## config.mk

```make
export PLATFORM = sky130hd
export DESIGN_NAME = region_color_averager_core_flat
export DESIGN_NICKNAME = d
export VERILOG_FILES = /design/src/rtl/core/rca_pkg.sv /design/src/rtl/core/rca_ifs.sv /design/src/rtl/core/rca_csr.sv /design/src/rtl/core/rca_datapath.sv /design/src/rtl/core/rca_ctrl.sv /design/src/rtl/core/region_color_averager_core.sv /design/src/flat_wrapper.sv
export SDC_FILE = /design/constraint.sdc
export NUM_CORES = 2
export LEC_CHECK = 0
export BUFFER_PORTS_ARGS = -buffer_cell sky130_fd_sc_hd__buf_2
export CORE_MARGIN = 1
export CORE_UTILIZATION = 40
export DETAILED_ROUTE_END_ITERATION = 8
export PLACE_DENSITY = 0.65
export SETUP_SLACK_MARGIN = 0.15
export SYNTH_ARGS = -nofsm -noshare
export SYNTH_HDL_FRONTEND = slang
export SYNTH_SLANG_ARGS = --single-unit
```

## constraint.sdc

```tcl
create_clock -name clock -period 19.9 [get_ports clock]
set_input_delay 3.98 -clock clock [delete_from_list [all_inputs] [get_ports clock]]
set_output_delay 3.98 -clock clock [all_outputs]
set_load 0.05 [all_outputs]
```

## src/rtl/core/rca_pkg.sv

```systemverilog
// Shared types, widths and constants of the region color averager.
// No dependencies; every other file of the block imports this package.
package rca_pkg;

   // Geometry limits.
   localparam int MAX_DIM      = 8192;
   localparam int GRID_DIVISOR = 8;
   localparam int COORD_W      = $clog2(MAX_DIM);          // column and line
   localparam int DIM_W        = COORD_W + 1;              // config sizes, clamped bounds
   localparam int GRID_TAPS    = 2 * GRID_DIVISOR;         // grid points an axis can hold
   localparam int TAP_W        = $clog2(GRID_TAPS);
   localparam int OFF_W        = DIM_W + TAP_W;            // multiples of the grid step

   // Pixel and color widths.
   localparam int PIX_W        = 32;
   localparam int COLOR_W      = 8;
   localparam int CH_W         = 10;                       // widest channel (10-bit format)
   localparam int NUM_CH       = 3;
   localparam int CH_RED       = 0;
   localparam int CH_GREEN     = 1;
   localparam int CH_BLUE      = 2;

   // Accumulation and division widths.
   localparam int CNT_W        = 24;
   localparam int SUM_W        = CH_W + CNT_W;
   localparam int NUM_W        = SUM_W + COLOR_W;          // sum * 255
   localparam int QUO_W        = COLOR_W;                  // mean is always below 256
   localparam int DIV_CNT_W    = $clog2(QUO_W);

   // Configuration port.
   localparam int CSR_IDX_W    = 3;
   localparam int CSR_DATA_W   = DIM_W;

   typedef enum logic [CSR_IDX_W-1:0] {
      CSR_FRAME_WIDTH  = 3'd0,
      CSR_FRAME_HEIGHT = 3'd1,
      CSR_AREA_LEFT    = 3'd2,
      CSR_AREA_TOP     = 3'd3,
      CSR_AREA_WIDTH   = 3'd4,
      CSR_AREA_HEIGHT  = 3'd5,
      CSR_PIXEL_FORMAT = 3'd6
   } csr_index_type;

   typedef enum logic {
      FMT_BGRA8 = 1'b0,
      FMT_RGB10 = 1'b1
   } pixel_format_type;

   typedef enum logic [1:0] {
      ST_ACCUM,
      ST_PREP,
      ST_DIVIDE,
      ST_DELIVER
   } state_type;

   typedef struct packed {
      logic [PIX_W-1:0]   pixel_word;
      logic [COORD_W-1:0] column;
      logic [COORD_W-1:0] line;
      logic               end_of_frame;
   } req_word_type;

   typedef struct packed {
      logic [COLOR_W-1:0] mean_red;
      logic [COLOR_W-1:0] mean_green;
      logic [COLOR_W-1:0] mean_blue;
      logic               color_valid;
   } rsp_word_type;

   // One clamped axis of the region.
   typedef struct packed {
      logic [DIM_W-1:0] lo;
      logic [DIM_W-1:0] hi;
      logic [DIM_W-1:0] step;
      logic             ok;
   } axis_type;

   typedef struct packed {
      axis_type         x;
      axis_type         y;
      pixel_format_type fmt;
   } geom_type;

   // Controller to datapath.
   typedef struct packed {
      logic prep;
      logic div_step;
      logic load_out;
   } cmd_type;

   // Datapath to controller.
   typedef struct packed {
      logic frame_done;
      logic eof_in_pipe;
      logic out_full;
   } status_type;

endpackage

```

## src/rtl/core/rca_ifs.sv

```systemverilog
// Valid/ready channel interfaces for pixel requests and color responses.
// Depends on rca_pkg for the word types.
interface rca_req_if;
   import rca_pkg::*;
   logic         valid;
   logic         ready;
   req_word_type word;
   modport source (output valid, output word, input ready);
   modport sink   (input valid, input word, output ready);
endinterface

interface rca_rsp_if;
   import rca_pkg::*;
   logic         valid;
   logic         ready;
   rsp_word_type word;
   modport source (output valid, output word, input ready);
   modport sink   (input valid, input word, output ready);
endinterface

```

## src/rtl/core/rca_csr.sv

```systemverilog
// Configuration registers and the clamped region geometry derived from them.
// Depends on rca_pkg.
module rca_csr (
   input  logic                           clock,
   input  logic                           reset,
   input  logic                           csr_wr_en,
   input  logic [rca_pkg::CSR_IDX_W-1:0]  csr_index,
   input  logic [rca_pkg::CSR_DATA_W-1:0] csr_wdata,
   output rca_pkg::geom_type              geom
);
   import rca_pkg::*;

   logic [DIM_W-1:0] frame_width_ff;
   logic [DIM_W-1:0] frame_height_ff;
   logic [DIM_W-1:0] area_left_ff;
   logic [DIM_W-1:0] area_top_ff;
   logic [DIM_W-1:0] area_width_ff;
   logic [DIM_W-1:0] area_height_ff;
   pixel_format_type pixel_format_ff;
   geom_type         geom_ff;
   geom_type         geom_in;

   function automatic logic signed [DIM_W+1:0] clamp_top(
      input logic signed [DIM_W+1:0] v,
      input logic signed [DIM_W+1:0] top
   );
      logic signed [DIM_W+1:0] r;
      r = v;
      if (v < 0) r = '0;
      else if (v > top) r = top;
      return r;
   endfunction

   function automatic axis_type axis_clamp(
      input logic [DIM_W-1:0] start,
      input logic [DIM_W-1:0] span,
      input logic [DIM_W-1:0] size
   );
      logic signed [DIM_W+1:0] top_s;
      logic signed [DIM_W+1:0] start_s;
      logic signed [DIM_W+1:0] end_s;
      logic signed [DIM_W+1:0] lo_s;
      logic signed [DIM_W+1:0] hi_s;
      logic [DIM_W-1:0]        width_v;
      logic [DIM_W-1:0]        step_v;
      axis_type                a;
      top_s   = (size == '0) ? '0 : signed'({2'b00, size}) - (DIM_W+2)'(1);
      start_s = signed'({{2{start[DIM_W-1]}}, start});
      end_s   = start_s + signed'({2'b00, span});
      lo_s    = clamp_top(start_s, top_s);
      hi_s    = clamp_top(end_s, top_s);
      a.lo    = lo_s[DIM_W-1:0];
      a.hi    = hi_s[DIM_W-1:0];
      a.ok    = hi_s > lo_s;
      width_v = a.hi - a.lo;
      step_v  = DIM_W'(width_v / GRID_DIVISOR);
      if (step_v == '0) step_v = DIM_W'(1);
      a.step  = step_v;
      return a;
   endfunction

   // Register writes; an index past the list is dropped.
   always_ff @(posedge clock) begin
      if (reset) begin
         frame_width_ff  <= DIM_W'(1920);
         frame_height_ff <= DIM_W'(1080);
         area_left_ff    <= '0;
         area_top_ff     <= '0;
         area_width_ff   <= DIM_W'(64);
         area_height_ff  <= DIM_W'(64);
         pixel_format_ff <= FMT_BGRA8;
      end else if (csr_wr_en) begin
         unique case (csr_index_type'(csr_index))
            CSR_FRAME_WIDTH:  frame_width_ff  <= csr_wdata;
            CSR_FRAME_HEIGHT: frame_height_ff <= csr_wdata;
            CSR_AREA_LEFT:    area_left_ff    <= csr_wdata;
            CSR_AREA_TOP:     area_top_ff     <= csr_wdata;
            CSR_AREA_WIDTH:   area_width_ff   <= csr_wdata;
            CSR_AREA_HEIGHT:  area_height_ff  <= csr_wdata;
            CSR_PIXEL_FORMAT: pixel_format_ff <= pixel_format_type'(csr_wdata[0]);
            default: ;
         endcase
      end
   end

   always_comb begin
      geom_in.x   = axis_clamp(area_left_ff, area_width_ff, frame_width_ff);
      geom_in.y   = axis_clamp(area_top_ff, area_height_ff, frame_height_ff);
      geom_in.fmt = pixel_format_ff;
   end

   always_ff @(posedge clock) begin
      geom_ff <= geom_in;
   end

   assign geom = geom_ff;

endmodule

```

## src/rtl/core/rca_datapath.sv

```systemverilog
// Pixel pipeline, grid test, accumulators, shared-step divider and result register.
// Depends on rca_pkg; driven by rca_ctrl through cmd_type.
module rca_datapath (
   input  logic                  clock,
   input  logic                  reset,
   input  logic                  req_fire,
   input  rca_pkg::req_word_type req_word,
   input  rca_pkg::geom_type     geom,
   input  rca_pkg::cmd_type      cmd,
   input  logic                  rsp_take,
   output rca_pkg::status_type   status,
   output rca_pkg::rsp_word_type rsp_word
);
   import rca_pkg::*;

   // Stage 1: captured pixel.
   logic             p1_valid_ff;
   req_word_type     p1_word_ff;

   // Stage 2: bounds checked, offsets taken.
   logic             p2_valid_ff;
   logic             p2_eof_ff;
   logic [PIX_W-1:0] p2_pixel_ff;
   pixel_format_type p2_fmt_ff;
   logic             p2_nonempty_ff;
   logic             p2_in_x_ff;
   logic             p2_in_y_ff;
   logic [DIM_W-1:0] p2_diff_x_ff;
   logic [DIM_W-1:0] p2_diff_y_ff;

   // Grid multiples per axis.
   logic [OFF_W-1:0] mult_x_ff [GRID_TAPS];
   logic [OFF_W-1:0] mult_y_ff [GRID_TAPS];

   // Accumulators.
   logic [SUM_W-1:0] sum_ff [NUM_CH];
   logic [CNT_W-1:0] cnt_ff;

   // Frame snapshot and divider.
   logic [SUM_W-1:0] work_sum_ff [NUM_CH];
   logic [CNT_W-1:0] work_cnt_ff;
   pixel_format_type fin_fmt_ff;
   logic             fin_nonempty_ff;
   logic [NUM_W-1:0] rem_ff [NUM_CH];
   logic [NUM_W-1:0] den_sh_ff;
   logic [QUO_W-1:0] quo_ff [NUM_CH];

   rsp_word_type     out_word_ff;
   logic             out_full_ff;

   logic [CH_W-1:0]  chan [NUM_CH];
   logic [SUM_W-1:0] sum_in [NUM_CH];
   logic [CNT_W-1:0] cnt_in;
   logic [NUM_W-1:0] den_in;
   logic             on_x;
   logic             on_y;
   logic             hit;
   logic             frame_done;
   logic             result_ok;

   always_ff @(posedge clock) begin
      if (reset) p1_valid_ff <= 1'b0;
      else       p1_valid_ff <= req_fire;
      if (req_fire) p1_word_ff <= req_word;
   end

   always_ff @(posedge clock) begin
      if (reset) p2_valid_ff <= 1'b0;
      else       p2_valid_ff <= p1_valid_ff;
      if (p1_valid_ff) begin
         p2_eof_ff      <= p1_word_ff.end_of_frame;
         p2_pixel_ff    <= p1_word_ff.pixel_word;
         p2_fmt_ff      <= geom.fmt;
         p2_nonempty_ff <= geom.x.ok && geom.y.ok;
         p2_in_x_ff     <= (DIM_W'(p1_word_ff.column) >= geom.x.lo) &&
                           (DIM_W'(p1_word_ff.column) <  geom.x.hi);
         p2_in_y_ff     <= (DIM_W'(p1_word_ff.line) >= geom.y.lo) &&
                           (DIM_W'(p1_word_ff.line) <  geom.y.hi);
         p2_diff_x_ff   <= DIM_W'(p1_word_ff.column) - geom.x.lo;
         p2_diff_y_ff   <= DIM_W'(p1_word_ff.line) - geom.y.lo;
      end
   end

   // Every grid offset inside the span is k * step with k below GRID_TAPS.
   always_ff @(posedge clock) begin
      for (int k = 0; k < GRID_TAPS; k++) begin
         mult_x_ff[k] <= OFF_W'(k) * OFF_W'(geom.x.step);
         mult_y_ff[k] <= OFF_W'(k) * OFF_W'(geom.y.step);
      end
   end

   always_comb begin
      on_x = 1'b0;
      on_y = 1'b0;
      for (int k = 0; k < GRID_TAPS; k++) begin
         if (OFF_W'(p2_diff_x_ff) == mult_x_ff[k]) on_x = 1'b1;
         if (OFF_W'(p2_diff_y_ff) == mult_y_ff[k]) on_y = 1'b1;
      end
      hit        = p2_valid_ff && p2_nonempty_ff && p2_in_x_ff && p2_in_y_ff && on_x && on_y;
      frame_done = p2_valid_ff && p2_eof_ff;
   end

   // Channel unpack.
   always_comb begin
      if (p2_fmt_ff == FMT_RGB10) begin
         chan[CH_RED]   = p2_pixel_ff[CH_W-1:0];
         chan[CH_GREEN] = p2_pixel_ff[2*CH_W-1:CH_W];
         chan[CH_BLUE]  = p2_pixel_ff[3*CH_W-1:2*CH_W];
      end else begin
         chan[CH_RED]   = CH_W'(p2_pixel_ff[3*COLOR_W-1:2*COLOR_W]);
         chan[CH_GREEN] = CH_W'(p2_pixel_ff[2*COLOR_W-1:COLOR_W]);
         chan[CH_BLUE]  = CH_W'(p2_pixel_ff[COLOR_W-1:0]);
      end
      for (int c = 0; c < NUM_CH; c++) begin
         sum_in[c] = hit ? sum_ff[c] + SUM_W'(chan[c]) : sum_ff[c];
      end
      cnt_in = hit ? cnt_ff + CNT_W'(1) : cnt_ff;
   end

   // Accumulate; on the last pixel hand the totals to the divider and restart.
   always_ff @(posedge clock) begin
      if (reset) begin
         for (int c = 0; c < NUM_CH; c++) sum_ff[c] <= '0;
         cnt_ff <= '0;
      end else if (frame_done) begin
         for (int c = 0; c < NUM_CH; c++) sum_ff[c] <= '0;
         cnt_ff <= '0;
      end else begin
         for (int c = 0; c < NUM_CH; c++) sum_ff[c] <= sum_in[c];
         cnt_ff <= cnt_in;
      end
   end

   always_ff @(posedge clock) begin
      if (frame_done) begin
         for (int c = 0; c < NUM_CH; c++) work_sum_ff[c] <= sum_in[c];
         work_cnt_ff     <= cnt_in;
         fin_fmt_ff      <= p2_fmt_ff;
         fin_nonempty_ff <= p2_nonempty_ff;
      end
   end

   // Numerator sum*255 and divisor n*1023 in the 10-bit format.
   always_comb begin
      if (fin_fmt_ff == FMT_RGB10) begin
         den_in = (NUM_W'(work_cnt_ff) << CH_W) - NUM_W'(work_cnt_ff);
      end else begin
         den_in = NUM_W'(work_cnt_ff);
      end
   end

   // Restoring division, one quotient bit per lane per step.
   always_ff @(posedge clock) begin
      if (cmd.prep) begin
         for (int c = 0; c < NUM_CH; c++) begin
            if (fin_fmt_ff == FMT_RGB10) begin
               rem_ff[c] <= (NUM_W'(work_sum_ff[c]) << COLOR_W) - NUM_W'(work_sum_ff[c]);
            end else begin
               rem_ff[c] <= NUM_W'(work_sum_ff[c]);
            end
            quo_ff[c] <= '0;
         end
         den_sh_ff <= den_in << (QUO_W - 1);
      end else if (cmd.div_step) begin
         for (int c = 0; c < NUM_CH; c++) begin
            if (rem_ff[c] >= den_sh_ff) begin
               rem_ff[c] <= rem_ff[c] - den_sh_ff;
               quo_ff[c] <= {quo_ff[c][QUO_W-2:0], 1'b1};
            end else begin
               quo_ff[c] <= {quo_ff[c][QUO_W-2:0], 1'b0};
            end
         end
         den_sh_ff <= den_sh_ff >> 1;
      end
   end

   assign result_ok = fin_nonempty_ff && (work_cnt_ff != '0);

   always_ff @(posedge clock) begin
      if (reset) begin
         out_full_ff <= 1'b0;
      end else if (cmd.load_out) begin
         out_full_ff <= 1'b1;
      end else if (rsp_take) begin
         out_full_ff <= 1'b0;
      end
      if (cmd.load_out) begin
         out_word_ff.mean_red    <= result_ok ? quo_ff[CH_RED]   : '0;
         out_word_ff.mean_green  <= result_ok ? quo_ff[CH_GREEN] : '0;
         out_word_ff.mean_blue   <= result_ok ? quo_ff[CH_BLUE]  : '0;
         out_word_ff.color_valid <= result_ok;
      end
   end

   assign status.frame_done  = frame_done;
   assign status.eof_in_pipe = (p1_valid_ff && p1_word_ff.end_of_frame) || frame_done;
   assign status.out_full    = out_full_ff;
   assign rsp_word           = out_word_ff;

endmodule

```

## src/rtl/core/rca_ctrl.sv

```systemverilog
// Controller state machine: accumulate, prepare, divide, deliver.
// Depends on rca_pkg; commands rca_datapath.
module rca_ctrl (
   input  logic                clock,
   input  logic                reset,
   input  rca_pkg::status_type status,
   input  logic                rsp_take,
   output rca_pkg::cmd_type    cmd,
   output logic                req_ready
);
   import rca_pkg::*;

   state_type             state_ff;
   state_type             state_in;
   logic [DIV_CNT_W-1:0]  div_cnt_ff;
   logic [DIV_CNT_W-1:0]  div_cnt_in;
   logic                  slot_free;

   assign slot_free = !status.out_full || rsp_take;

   always_comb begin
      state_in = state_ff;
      unique case (state_ff)
         ST_ACCUM:   if (status.frame_done) state_in = ST_PREP;
         ST_PREP:    state_in = ST_DIVIDE;
         ST_DIVIDE:  if (div_cnt_ff == DIV_CNT_W'(QUO_W - 1)) state_in = ST_DELIVER;
         ST_DELIVER: if (slot_free) state_in = ST_ACCUM;
         default:    state_in = ST_ACCUM;
      endcase
   end

   always_comb begin
      cmd        = '0;
      req_ready  = 1'b0;
      div_cnt_in = '0;
      unique case (state_ff)
         ST_ACCUM:   req_ready = !status.eof_in_pipe;
         ST_PREP:    cmd.prep = 1'b1;
         ST_DIVIDE:  begin
            cmd.div_step = 1'b1;
            div_cnt_in   = div_cnt_ff + DIV_CNT_W'(1);
         end
         ST_DELIVER: cmd.load_out = slot_free;
         default:    ;
      endcase
   end

   always_ff @(posedge clock) begin
      if (reset) begin
         state_ff   <= ST_ACCUM;
         div_cnt_ff <= '0;
      end else begin
         state_ff   <= state_in;
         div_cnt_ff <= div_cnt_in;
      end
   end

endmodule

```

## src/rtl/core/region_color_averager_core.sv

```systemverilog
// Region color averager, top level: wires the config block, controller and datapath.
// Depends on rca_pkg, rca_ifs, rca_csr, rca_ctrl and rca_datapath.
//
// Usage: pixel words enter on req_ch (pixel, column, line, end_of_frame) at one per
// clock while the frame is streaming. Pixels on the clamped sampling grid of the
// configured rectangle are summed. The word flagged end_of_frame closes the frame:
// its result word (mean red/green/blue, color_valid) leaves on rsp_ch.
// Throughput: one pixel per cycle inside a frame. After an end-of-frame word the
// request side holds ready low while the word passes the 2 pipeline stages, the
// prepare state forms numerator and divisor, the shared-step restoring divider
// runs (one quotient bit per cycle for all three channels) and the result is loaded.
// A held response does not stall pixels: the result register decouples the sides,
// and only the next frame's result waits, with req_ch.ready held low, until the
// previous one is taken.
// csr_* writes one register per cycle (no read-back); write only while idle.
// Reset (synchronous, active high) restores the default geometry and format,
// clears the sums and drops any pending result.
module region_color_averager_core (
   input  logic                           clock,
   input  logic                           reset,
   rca_req_if.sink                        req_ch,
   rca_rsp_if.source                      rsp_ch,
   input  logic                           csr_wr_en,
   input  logic [rca_pkg::CSR_IDX_W-1:0]  csr_index,
   input  logic [rca_pkg::CSR_DATA_W-1:0] csr_wdata
);
   import rca_pkg::*;

   geom_type     geom;
   cmd_type      cmd;
   status_type   status;
   rsp_word_type rsp_word;
   logic         req_ready;
   logic         req_fire;
   logic         rsp_take;

   // Handshake completions on both channels.
   assign req_fire = req_ch.valid && req_ready;
   assign rsp_take = rsp_ch.valid && rsp_ch.ready;

   rca_csr u_csr (
      .clock     (clock),
      .reset     (reset),
      .csr_wr_en (csr_wr_en),
      .csr_index (csr_index),
      .csr_wdata (csr_wdata),
      .geom      (geom)
   );

   rca_ctrl u_ctrl (
      .clock     (clock),
      .reset     (reset),
      .status    (status),
      .rsp_take  (rsp_take),
      .cmd       (cmd),
      .req_ready (req_ready)
   );

   rca_datapath u_datapath (
      .clock    (clock),
      .reset    (reset),
      .req_fire (req_fire),
      .req_word (req_ch.word),
      .geom     (geom),
      .cmd      (cmd),
      .rsp_take (rsp_take),
      .status   (status),
      .rsp_word (rsp_word)
   );

   // Drive the channel ports: ready from the controller, result from its register.
   assign req_ch.ready = req_ready;
   assign rsp_ch.valid = status.out_full;
   assign rsp_ch.word  = rsp_word;

endmodule
```

## src/flat_wrapper.sv

```systemverilog
// flat-port wrapper written by rule: the top's interface ports become plain ports
module region_color_averager_core_flat import rca_pkg::*;
  (clock, reset, csr_wr_en, csr_index, csr_wdata, req_ch_valid, req_ch_word, req_ch_ready, rsp_ch_valid, rsp_ch_word, rsp_ch_ready);
  rca_req_if req_ch_i ();
  rca_rsp_if rsp_ch_i ();
  input  logic clock;
  input  logic reset;
  input  logic csr_wr_en;
  input  logic [rca_pkg::CSR_IDX_W-1:0] csr_index;
  input  logic [rca_pkg::CSR_DATA_W-1:0] csr_wdata;
  input wire logic [$bits(req_ch_i.valid)-1:0] req_ch_valid;
  input wire logic [$bits(req_ch_i.word)-1:0] req_ch_word;
  output wire logic [$bits(req_ch_i.ready)-1:0] req_ch_ready;
  output wire logic [$bits(rsp_ch_i.valid)-1:0] rsp_ch_valid;
  output wire logic [$bits(rsp_ch_i.word)-1:0] rsp_ch_word;
  input wire logic [$bits(rsp_ch_i.ready)-1:0] rsp_ch_ready;
  assign req_ch_i.valid = req_ch_valid;
  assign req_ch_i.word = req_ch_word;
  assign req_ch_ready = req_ch_i.ready;
  assign rsp_ch_valid = rsp_ch_i.valid;
  assign rsp_ch_word = rsp_ch_i.word;
  assign rsp_ch_i.ready = rsp_ch_ready;
  region_color_averager_core u_core (.clock(clock), .reset(reset), .req_ch(req_ch_i), .rsp_ch(rsp_ch_i), .csr_wr_en(csr_wr_en), .csr_index(csr_index), .csr_wdata(csr_wdata));
endmodule
```

* Word-level counts from Yosys, hierarchy flattened
Memories as Yosys holds them, arrays and structs flattened.
Index checks and enable logic that the tools add are counted.
** Operators by class
- Add/sub/neg operators :: 20
- Multiply operators :: 22
- Divide/modulo/power cells :: 0
- Magnitude comparators :: 17
- Equal/unequal tests :: 45
- Shift-type cells :: 0
- Multiplexer cells :: 119
- Bitwise logic cells :: 19
- Reduce and logical (&&, ||, !) cells :: 36
** Operators with widths (count)
- 14-bit by 18-bit == test with 1-bit output :: 32
- 42-bit two-way mux :: 8
- 34-bit two-way mux :: 9
- 16-bit two-way mux :: 10
- 4-bit by 14-bit multiplier with 18-bit output, first input constant :: 8
- 3-bit by 14-bit multiplier with 17-bit output, first input constant :: 8
- 42-bit >= comparator :: 3
- 42-bit by 34-bit subtractor with 42-bit output :: 3
- 42-bit subtractor :: 3
- 34-bit by 10-bit adder with 34-bit output :: 3
- 2-bit by 14-bit multiplier with 16-bit output, first input constant :: 6
- 1-bit two-way mux :: 79
- 16-bit greater-than comparator :: 4
- 14-bit zero test :: 4
- 8-bit two-way mux :: 6
- 35-bit two-way mux :: 1
- 34-bit by 24-bit subtractor with 35-bit output :: 1
- 14-bit by 15-bit adder with 16-bit output :: 2
- 14-bit by 16-bit greater-than comparator with 1-bit output :: 2
- 16-bit by 1-bit less-than comparator with 1-bit output, second input constant :: 2
- 30-bit two-way mux :: 1
- 14-bit by 1-bit subtractor with 15-bit output, second input constant :: 2
- 13-bit by 14-bit >= comparator with 1-bit output :: 2
- 13-bit by 14-bit less-than comparator with 1-bit output :: 2
- other kinds (26) :: 77
** Storage, ports and cells
- Register bits :: 417
- Bits in latches :: 0
- Memory bits (writable) :: 930
- Memory bits (read-only) :: 0
- Input bits :: 81
- Output and inout port bits :: 27
- Word-level logic and storage cells :: 329
- Memories kept :: 6
** Memories
- u_core.u_datapath.mult_x_ff :: words 16, bits a word 18, read ports 16, clocked after Yosys merged registers in 0, wr ports 16, RTL line rca_datapath.sv:32 : logic [OFF_W-1:0] mult_x_ff [GRID_TAPS];
- u_core.u_datapath.mult_y_ff :: words 16, bits a word 18, read ports 16, clocked after Yosys merged registers in 0, wr ports 16, RTL line rca_datapath.sv:33 : logic [OFF_W-1:0] mult_y_ff [GRID_TAPS];
- u_core.u_datapath.rem_ff :: words 3, bits a word 42, read ports 3, clocked after Yosys merged registers in 0, wr ports 3, RTL line rca_datapath.sv:44 : logic [NUM_W-1:0] rem_ff [NUM_CH];
- u_core.u_datapath.sum_ff :: words 3, bits a word 34, read ports 3, clocked after Yosys merged registers in 0, wr ports 3, RTL line rca_datapath.sv:36 : logic [SUM_W-1:0] sum_ff [NUM_CH];
- u_core.u_datapath.work_sum_ff :: words 3, bits a word 34, read ports 3, clocked after Yosys merged registers in 0, wr ports 3, RTL line rca_datapath.sv:40 : logic [SUM_W-1:0] work_sum_ff [NUM_CH];
- u_core.u_datapath.quo_ff :: words 3, bits a word 8, read ports 3, clocked after Yosys merged registers in 0, wr ports 3, RTL line rca_datapath.sv:46 : logic [QUO_W-1:0] quo_ff [NUM_CH];

* Longest topological paths before layout
An unclocked memory read counts as a cell.
- Word-level depth :: 22
- Gate-level depth with buffers :: 32
- Mapped depth without buffers :: 30

* Modules after synthesis
From an unflattened synthesis, not the netlist that was laid out.
** Unflattened totals
- Cells, all modules :: 7442
- Area total of the unflattened synthesis :: 70837.9 um^2
** By module, submodules not included
- rca_datapath :: instances 1, cells an instance 6108, area an instance 59727.3 um^2
- rca_csr :: instances 1, cells an instance 1303, area an instance 10791.6 um^2
- rca_ctrl :: instances 1, cells an instance 29, area an instance 306.5 um^2
- region_color_averager_core :: instances 1, cells an instance 2, area an instance 12.5 um^2

* Worst setup path before layout
OpenSTA, ideal clock, no wires.
- Kind :: register to register
- From :: register u_core.u_csr.area_left_ff[1]
- To :: register u_core.u_csr.geom_ff (netlist bit u_core.u_csr.geom[45])
- Setup time :: 0.101 ns
- Data arrival time :: 7.071 ns
- Path slack :: 12.728 ns
- Cell stages (with the launch flop) :: 30
- Buffers on the path :: 3
- Clock period less this slack :: 7.172 ns
- Cells stage by stage :: dfxtp_1 -> ha_1 -> a21o_1 -> a21o_1 -> a21oi_1 -> o21ai_0 -> a211oi_1 -> o31ai_1 -> or2_2 -> xor2_1 -> clkbuf_1 -> ha_1 -> nand4_1 -> nor3_1 -> a211oi_1 -> mux2_2 -> clkbuf_1 -> buf_1 -> mux2i_1 -> nor2_1 -> ha_1 -> nor2b_1 -> o21ai_1 -> a21boi_1 -> o41ai_2 -> xnor2_1 -> or4b_1 -> or3_1 -> or3_1 -> o41ai_1
** RTL lines
- start, declared :: RTL line rca_csr.sv:15 : logic [DIM_W-1:0] area_left_ff;
- start signal, assigned :: RTL line rca_csr.sv:76 : CSR_AREA_LEFT: area_left_ff <= csr_wdata;
- end signal, assigned :: RTL line rca_csr.sv:93 : geom_ff <= geom_in;
- end, declared :: RTL line rca_csr.sv:20 : geom_type geom_ff;

==> results by group <==
Yosys
  • Xor/xnor share of the synthesized area: 11.67%
  • Ys async rst share: 0%
  • Most used DFF post-synth: edfxtp_1
  • Multiplexer share of the synthesized area: 2.579%
  • Synth Cell Area: 66990 sq um
  • Synth Area in Simple Gates: 14.82%
  • Mapped Cells: 7106
  • Post-synth EDFFs: 559
  • Synth Area in Compound Gates: 14.38%
  • Synth Register Bits: 959
  • Synth cell types: 99
  • Combinational family with the most area after synthesis: adder cells
  • Mean post-synth cell area: 9.428 sq um
  • Yosys Warn Count: 0
  • Sequential share of the synthesized area: 37.01%
  • Adder-Cell Fraction of Synth Area: 14.96%

Clock tree
  • Root Driver: clkbuf_16
  • Clk buf depth: 3
  • Post-CTS sizing: 0
  • # H-tree levels: 3
  • TritonCTS Buffers: 112
  • Clk sinks: 959
  • Clock Pin Slew Worst Setup and Hold Paths: 0.06 ns
  • Post-CTS setup buffers: 0
  • Hold buffers post-CTS: 0
  • CTS tree: yes
  • Worst skew pair latency: 0.78 ns

Drt
  • Drt first pass iters: 6
  • First DRT Iteration DRCs: 3531
  • DRC: 0
  • Vias per cell: 5.382
  • Antenna Nets Post-Route: 0
  • Total number of vias: 51380
  • Routed wire per std cell: 18.15 microns
  • DRT Wirelength: 173.3 mm

STA
  • Relative slew slack: 20.42%
  • Final setup fails: 0
  • RSZ-0062 raised after global routing: no
  • Period minus WS final: 7.549 ns
  • Setup TNS Final: 0 ns
  • Worst Skew: 0.06553 ns
  • Final hold vios: 0
  • Worst Tran Pin Value: 1.194 ns
  • Pins over their slew limit: 0
  • Peak Freq: 132.5 MHz
  • Tcrit/Tclk final: 37.93%

Layout
  • Layout area overhead: 10.50%
  • Core Util, Final: 44.72%
  • Fraction of layout cells with a size suffix above 1: 7.326%
  • Final instance area: 74030 sq um
  • Final Non-Filler Cells: 9548
  • Fillers: 15870
  • Nets: 8076

Global route
  • Global Route Usage Sum: 20.19%
  • Initial antenna violation count: 4
  • Largest net degree at the start of global routing: 86
  • Grt ovf: 0
  • Vias in the first global route: 49880
  • First-pass GRT wire length: 273.2 mm

Die
  • Core ar.: 165500 sq um
  • Die H: 411.2 microns
  • Std cell rows: 149
  • Die area: 169100 sq um
  • Boundary Pins: 108
  • Die X: 411.2 microns
  • Initial core utilization: 40.47%

Place
  • Placed cells: 9334
  • Port Buf Inserts: 105
  • Final HPWL DP: 128.5 mm
  • Routability congestion estimate: 0.9010
  • Post-Place Cell Area: 70190 sq um

Setup path
  • Worst Setup Path Type: register to register
  • Critical Path Sink Type: register
  • CP required: 20.58 ns
  • Largest stage delay, worst path: 0.60 ns
  • Slowest-stage cell, CP: mux2_2
  • Worst Path Arrival: 8.22 ns
  • Critical path launch point type: register
  • Worst Path Max Fanout: 19

Status
  • Run status: finished clean

Pwr
  • Maximum vdd drop: 0.1518 mV
  • LEAKAGE: 0.03137 uW
  • Power per cell area: 166.1 nW/um^2

Min path
  • Hold Path Class: register to register

Job
  • Max-cap violations: 0
==> critical path, delay by kind of cell, from the launching register on <==
family | cells | cell delay (ns)
compound gates | 12 | 2.78
simple gates | 8 | 1.98
fa+ha+maj | 4 | 1.26
mux | 2 | 0.85
flops | 1 | 0.33
xor+xnor | 2 | 0.23
==> sequential cells by signal, summed over array words and instances, names as in the netlist, 24 cells and up <==
register and cells:
u_core.u_datapath.rem_ff 126, u_core.u_datapath.sum_ff 102, u_core.u_datapath.work_sum_ff 102, u_core.u_datapath.mult_x_ff 97
u_core.u_datapath.mult_y_ff 97, u_core.u_csr.geom 81, u_core.u_datapath.p1_word_ff 57, u_core.u_datapath.den_sh_ff 42
u_core.u_datapath.p2_pixel_ff 30, u_core.u_datapath.rsp_word 25, u_core.u_datapath.cnt_ff 24, u_core.u_datapath.quo_ff 24
u_core.u_datapath.work_cnt_ff 24
==> cells in the final DEF, fill, tap and decap left out, drive strengths merged, types with 110 or more instances in the layout <==
master,instances
nand2,651
ha,628
inv,568
edfxtp,559
a21oi,498
xor2,457
xnor2,436
nor2,402
dfxtp,400
o21ai,318
a21o,173
buf,158
mux2i,140
clkbuf,139
and2,125
nand3,119
nor3,114
nand4,113
or2,110
==> metrics by stage <==
step                setup slack (ns)  hold WS (ns)  power [uW]
finish                         12.35        0.3624       12300
global route                   11.65        0.3690       13330
CTS                            12.31        0.3670       12340
detailed placement             12.38        0.3507       10120
global placement               12.54        0.3547        9968
floorplan                      12.73        0.3305        8588
==> logic make-up after synthesis <==
| kind of cell | after synthesis |
|---|---|
| XOR/XNOR | 893 |
| AO/OA/AOI/OAI | 1539 |
| adder cells (fa/ha/maj) | 736 |
| flip-flops | 959 |
| multiplexers | 169 |
| buffers and inverters | 785 |
| AND/OR/NAND/NOR | 2023 |
| other | 2 |
==> cells in the mapped netlist (112+ instances only) <==
master | count | area [sq um]
nand2_1 | 650 | 2440
ha_1 | 628 | 7858
edfxtp_1 | 559 | 16790
inv_1 | 559 | 2098
a21oi_1 | 497 | 2487
xor2_1 | 457 | 4003
xnor2_1 | 436 | 3819
dfxtp_1 | 400 | 8008
nor2_1 | 398 | 1494
o21ai_0 | 307 | 1536
a21o_1 | 173 | 1299
clkbuf_1 | 146 | 548.0
mux2i_1 | 140 | 1401
and2_1 | 124 | 775.7
nand3_1 | 118 | 590.6
nand4_1 | 112 | 700.7
==> report_power, final <==
part	switching, uW	internal (uW)	total, uW
Sequential	425	2790	3220
Combinational	3960	3000	6960
Clock	899	1230	2130
==> area by class of cell <==
cell class,count,area (sq um),share of cell area (%)
Timing Repair Buffer,158,925.9,1.251
Clock inverter,73,794.5,1.073
Antenna cell,2,5.005,0.006761
Multi-Input combinational cell,5468,39620,53.52
Inverter,560,2107,2.846
Tap cell,2189,2739,3.700
Clock buffer,139,3039,4.105
Sequential cell,959,24800,33.50
==> worst paths after layout <==
check,slack [ns],end,startpoint,cells past startpoint
hold reg to reg,0.36,u_core.u_csr.geom[0],u_core.u_csr.pixel_format_ff,0
setup reg to reg,12.35,u_core.u_csr.geom[45],u_core.u_csr.area_left_ff[0],28
setup / recovery,12.35,u_core.u_csr.geom[45],u_core.u_csr.area_left_ff[0],28
hold / removal,0.36,u_core.u_csr.geom[0],u_core.u_csr.pixel_format_ff,0
==> routing by layer <==
layer  track usage, %  vias to the layer above  part of all wire [%]
met4            6.570                        2                   3.0
li1                 -                    25340                     -
met5                0                        -                0.0075
met2            33.18                     1329                    46
met1            27.43                    24420                    46
met3            2.497                      289                   5.0
(Power assumes the default switching activity.)
